===== src/rtl/core/rpn_pkg.sv =====
package rpn_pkg;

  // Channel widths
  localparam int MODE_W     = 3;
  localparam int NUM_W      = 48;
  localparam int VAL_W      = 32;
  localparam int STAT_W     = 3;
  localparam int IN_TDATA_W = 48;
  localparam int OUT_TDATA_W = 40;
  localparam int PROD_W     = 64;

  // Token kinds
  localparam logic [MODE_W-1:0] MODE_NUM    = 3'd0;
  localparam logic [MODE_W-1:0] MODE_ADD    = 3'd1;
  localparam logic [MODE_W-1:0] MODE_SUB    = 3'd2;
  localparam logic [MODE_W-1:0] MODE_MUL    = 3'd3;
  localparam logic [MODE_W-1:0] MODE_DIV    = 3'd4;
  localparam logic [MODE_W-1:0] MODE_REM    = 3'd5;
  localparam logic [MODE_W-1:0] MODE_UNSUPP = 3'd6;
  localparam logic [MODE_W-1:0] MODE_END    = 3'd7;

  // Result status codes
  localparam logic [STAT_W-1:0] ST_OK       = 3'd0;
  localparam logic [STAT_W-1:0] ST_DIVZERO  = 3'd1;
  localparam logic [STAT_W-1:0] ST_NUMBIG   = 3'd2;
  localparam logic [STAT_W-1:0] ST_RESBIG   = 3'd3;
  localparam logic [STAT_W-1:0] ST_UNSUPP   = 3'd4;
  localparam logic [STAT_W-1:0] ST_SYNTAX   = 3'd5;
  localparam logic [STAT_W-1:0] ST_OVERFLOW = 3'd6;

  // Commands from the controller to the datapath
  typedef struct packed {
    logic              capture;   // take the input request
    logic              push;      // push the captured number
    logic              rd_issue;  // read the left operand from the stack
    logic              set_err;   // latch err_code as the held error
    logic [STAT_W-1:0] err_code;
    logic              exec;      // add, subtract or multiply into the result register
    logic              div_start; // launch the divider
    logic              div_load;  // take the signed quotient or remainder
    logic              commit;    // pop one and replace the top with the result
    logic              ld_out;    // load the output register
  } cmd_t;

  // Status from the datapath to the controller
  typedef struct packed {
    logic [MODE_W-1:0] mode;
    logic              err_held;
    logic              cnt_lt2;
    logic              full;
    logic              num_ok;
    logic              top_zero;
    logic              div_done;
    logic              res_fits;
    logic              out_free;
  } sts_t;

endpackage


===== src/rtl/core/rpn_ctrl.sv =====
module rpn_ctrl (
  input  logic          clk,
  input  logic          rst_n,
  input  logic          in_tvalid,
  output logic          in_tready,
  input  rpn_pkg::sts_t sts,
  output rpn_pkg::cmd_t cmd
);
  import rpn_pkg::*;

  localparam logic [2:0] S_IDLE   = 3'd0;
  localparam logic [2:0] S_DECODE = 3'd1;
  localparam logic [2:0] S_READ   = 3'd2;
  localparam logic [2:0] S_DIVW   = 3'd3;
  localparam logic [2:0] S_COMMIT = 3'd4;
  localparam logic [2:0] S_OUT    = 3'd5;

  logic [2:0] state_r, state_nxt;

  always_ff @(posedge clk) begin
    if (!rst_n) begin
      state_r <= S_IDLE;
    end else begin
      state_r <= state_nxt;
    end
  end

  assign in_tready = (state_r == S_IDLE);

  // Sequence one token through decode, operand read, execute and output
  always_comb begin
    state_nxt = state_r;
    cmd       = '0;
    unique case (state_r)
      S_IDLE: begin
        if (in_tvalid) begin
          cmd.capture = 1'b1;
          state_nxt   = S_DECODE;
        end
      end
      S_DECODE: begin
        state_nxt = S_OUT;
        if (sts.mode == MODE_END || sts.err_held) begin
          state_nxt = S_OUT;
        end else if (sts.mode == MODE_UNSUPP) begin
          cmd.set_err  = 1'b1;
          cmd.err_code = ST_UNSUPP;
        end else if (sts.mode == MODE_NUM) begin
          if (!sts.num_ok) begin
            cmd.set_err  = 1'b1;
            cmd.err_code = ST_NUMBIG;
          end else if (sts.full) begin
            cmd.set_err  = 1'b1;
            cmd.err_code = ST_OVERFLOW;
          end else begin
            cmd.push = 1'b1;
          end
        end else if (sts.cnt_lt2) begin
          cmd.set_err  = 1'b1;
          cmd.err_code = ST_SYNTAX;
        end else begin
          cmd.rd_issue = 1'b1;
          state_nxt    = S_READ;
        end
      end
      S_READ: begin
        if (sts.mode == MODE_DIV || sts.mode == MODE_REM) begin
          if (sts.top_zero) begin
            cmd.set_err  = 1'b1;
            cmd.err_code = ST_DIVZERO;
            state_nxt    = S_OUT;
          end else begin
            cmd.div_start = 1'b1;
            state_nxt     = S_DIVW;
          end
        end else begin
          cmd.exec  = 1'b1;
          state_nxt = S_COMMIT;
        end
      end
      S_DIVW: begin
        if (sts.div_done) begin
          cmd.div_load = 1'b1;
          state_nxt    = S_COMMIT;
        end
      end
      S_COMMIT: begin
        if (sts.res_fits) begin
          cmd.commit = 1'b1;
        end else begin
          cmd.set_err  = 1'b1;
          cmd.err_code = ST_RESBIG;
        end
        state_nxt = S_OUT;
      end
      S_OUT: begin
        if (sts.out_free) begin
          cmd.ld_out = 1'b1;
          state_nxt  = S_IDLE;
        end
      end
      default: begin
        state_nxt = S_IDLE;
      end
    endcase
  end

  a_out_free: assert property (@(posedge clk) disable iff (!rst_n)
    cmd.ld_out |-> sts.out_free)
    else $error("output register overwritten while occupied");

  a_push_room: assert property (@(posedge clk) disable iff (!rst_n)
    cmd.push |-> !sts.full && sts.num_ok)
    else $error("push onto a full stack or of an out-of-range number");

  a_div_nonzero: assert property (@(posedge clk) disable iff (!rst_n)
    cmd.div_start |-> !sts.top_zero)
    else $error("divider started with a zero divisor");

endmodule


===== config.mk =====
export PLATFORM = sky130hd
export DESIGN_NAME = rpn_ctrl
export DESIGN_NICKNAME = d
export VERILOG_FILES = /design/src/rtl/core/rpn_pkg.sv /design/src/rtl/core/rpn_ctrl.sv
export SDC_FILE = /design/constraint.sdc
export NUM_CORES = 1
export LEC_CHECK = 0
export BUFFER_PORTS_ARGS = -buffer_cell sky130_fd_sc_hd__buf_4
export CAP_MARGIN = 20
export CORE_AREA = 3 3 40 42
export CTS_CLUSTER_SIZE = 10
export DETAILED_ROUTE_END_ITERATION = 16
export DIE_AREA = 0 0 43 45
export PLACE_DENSITY = 0.67
export SLEW_MARGIN = 0
export SYNTH_ARGS = -nofsm -noshare
export SYNTH_HDL_FRONTEND = slang
export SYNTH_SLANG_ARGS = --single-unit
export TNS_END_PERCENT = 30

===== constraint.sdc =====
create_clock -name clk -period 1.6 [get_ports clk]
set_clock_uncertainty 0.05 [all_clocks]
set_input_delay 0.16 -clock clk [delete_from_list [all_inputs] [get_ports clk]]
set_output_delay 0.16 -clock clk [all_outputs]
set_load 0.1 [all_outputs]

==> results.sh <==
export IMPL_status="finished, violations left"
export IMPL_violations="negative setup slack"
export IMPL_post_place_ws_ps=-33.6
export IMPL_postLayoutSetupSlackWorst_ps=-98.6
export IMPL_antenna_found_initial=0
export IMPL_syn_inst=63
export IMPL_final_cells=114
export IMPL_syn2layout_area_growth_pct=145
export IMPL_clock_path_buffers=2
export IMPL_met3_length_um=114
export IMPL_synth_area_um2=422
export IMPL_wl_met2_um=962
export IMPL_crit_buf_inv=2
export IMPL_dp_cells=110
export IMPL_overflow=0
export IMPL_p_total_mw=0.834
export IMPL_path_max_fanout=4
export IMPL_worst_setup_path_start_kind="register"
export IMPL_crit_path_end_kind="output port"
export IMPL_cts_buffers=3
export IMPL_placed_cell_area_um2=771
export IMPL_routabilityCongestion=0.891
export IMPL_worstPathCellList="buf_4 -> nand2b_1 -> nor3_2 -> a21oi_2 -> o21ai_4 -> buf_12"
export IMPL_synth_edf_count=0
export IMPL_diodes=0
export IMPL_clockRootBuffer="clkbuf_4"
export IMPL_slowest_stage="dfxtp_2"
export IMPL_drt_iter0_markers=4
export IMPL_setup_tns_ps=-464
export IMPL_required_ps=1390
export IMPL_ys_seq_elements=3
export IMPL_largest_register="state_r"
export IMPL_min_period_ps=1700
export IMPL_final_util_pct=80.2
export IMPL_clock_fmax_ghz=0.589
export IMPL_cap_violations=0
export IMPL_clk_latency_ps=230
export IMPL_intPower_mw=0.400
export IMPL_drtAntennaViolNets=0
export IMPL_port_buffers=26
export IMPL_slew_violations=0
export IMPL_ctsHoldBuffers=0
export IMPL_wl_per_cell_um=16.4
export IMPL_syn_avg_cell_area_um2=6.69
export IMPL_leakage_nw=0.399
export IMPL_ys_flop_type="dfxtp_1"
export IMPL_crit_arrival_ps=1490
export IMPL_reg_top3="state_r x3"
export IMPL_fin_area_mm2=0.00103
export IMPL_num_rows=13
export IMPL_largest_reg_flops=3
export IMPL_grt_use_total_pct=19.9
export IMPL_relSlewSlack_pct=70.3
export IMPL_rsz0062_at_grt="yes"
export IMPL_routed_top_layer="met4"
export IMPL_swShare_pct=52.1
export IMPL_htree_levels=1
export IMPL_die_h_um=45
export IMPL_start_util_pct=32.8
export IMPL_crit_type="register to output port"
export IMPL_path_clk_slew_ps=40
export IMPL_clkSinkCount=3
export IMPL_synthTopCellsByArea="dfxtp_1 (14%), nor2_1 (7.1%), a2111oi_4 (6.5%)"
export IMPL_die_area_mm2=0.00194
export IMPL_drive_gt1_share_pct=65.7
export IMPL_hold_ws_ps=104
export IMPL_final_nets=114
export IMPL_dp_hpwl_mm=1.18
export IMPL_grt_max_degree=13
export IMPL_worstMarginPinSlew_ps=442
export IMPL_slowest_delay_ps=350
export IMPL_yosysTopAreaCellShare_pct=14.2
export IMPL_drc=0
export IMPL_drt_pass1_iterations=4
export IMPL_synth_cell_types=26
export IMPL_vdd_drop_max_mv=0.790
export IMPL_grt_pass1_wl_mm=2.82
export IMPL_finalHoldViolations=0
export IMPL_worstHoldPathType="input port to register"
export IMPL_critical_path_top_delay_family="flip-flops"
export IMPL_die_x_um=43
export IMPL_yosysTopAreaCell="dfxtp_1"
export IMPL_vias=645
export IMPL_cts_tree="built"
export IMPL_routed_wl_mm=1.87
export IMPL_ys_warn_count=0
export IMPL_vias_per_cell=5.66
export IMPL_ioPinCount=27
export IMPL_syn_num_nets=77
export IMPL_power_density_mw_per_mm2=809
export IMPL_post_route_period_util_pct=106
export IMPL_synth_seq_area_share_pct=14.2
export IMPL_combPwrFrac_pct=72.6
export IMPL_postCtsSetupBuffers=0
export IMPL_grt_pass1_vias=640
export IMPL_core_mm2=0.00128
export IMPL_setup_violations=8
export IMPL_async_reset_ff_share_pct=0
export IMPL_wl_met1_um=741
export IMPL_seqPwrFrac_pct=11.9
export IMPL_switchingPower_mw=0.434
export IMPL_pwr_share_clk_pct=15.5
-- cells in the mapped netlist, drive strengths merged, types with 2 or more instances --
cell,number
a211oi,2
a21oi,4
and2,2
and3,3
dfxtp,3
inv,2
nand2,7
nand2b,4
nand3,2
nor2,8
nor2b,4
nor3,5
o21ai,4
or3,2
-- worst paths after layout --
check | startpoint | endpoint | slack [ps] | cells past startpoint
worst max-delay path | state_r[1] | cmd[8] | -100 | 6
worst min-delay path | sts[0] | state_r[2] | 100 | 2
worst max register to register | state_r[0] | state_r[2] | 10 | 4
worst min register to register | state_r[0] | state_r[2] | 690 | 3
-- power groups by stage --
stage               Clock (mW)  Sequential [mW]  Combinational [mW]
finish                   0.129           0.0992               0.606
global route             0.149            0.100               0.629
CTS                      0.135           0.0985               0.568
detailed placement           0           0.0971               0.495
global placement             0           0.0962               0.493
floorplan                    0            0.109               0.363
-- cell type report --
class | instances | area (µm²)
clock buffer | 4 | 26.3
tap | 15 | 18.8
sequential | 3 | 66.3
fill | 85 | 254
multi-input combinational | 57 | 515
timing repair buffer | 33 | 397
inverter | 2 | 7.51
-- cell usage in the layout (no fill, tap or decap), types with 3 or more instances in the layout --
cell	count
nor2_1	4
clkbuf_4	3
nand2_1	6
nor2_4	4
and3_4	3
a21oi_1	3
buf_12	11
nand2b_1	3
buf_4	19
nor2b_1	3
buf_6	3
-- cell families (layout without fill, tap and decap cells) --
| kind of cell | count (synthesis) | count (layout) | synth area share [%] |
|---|---|---|---|
| compound gates | 17 | 17 | 31.5 |
| buf+inv | 3 | 39 | 2.67 |
| flops | 3 | 3 | 14.2 |
| simple gates | 40 | 40 | 51.6 |
-- repair_timing --
item                                   4_1_cts  5_1_grt
cloned                                       0        0
pin swaps                                    3        3
endpoints found under the hold margin        0        0
setup endpoints to repair                   10       13
gates resized for setup                     43       11
-- worst register-to-register path: cells and delay by family, from the launching register on --
kind	cells	cell delay (ps)
AND/OR/NAND/NOR	1	390
buffers and inverters	1	190
flip-flops	1	320
AO/OA/AOI/OAI	2	500
-- routing by layer --
| metal | GRT usage (%) | vias to the layer above |
|---|---|---|
| li1 | - | 307 |
| met1 | 22.1 | 302 |
| met2 | 35.0 | 26 |
| met3 | 3.19 | 10 |
| met4 | 13.3 | 0 |
| met5 | 0 | - |
Note: power is estimated with default switching activity, not from simulation.
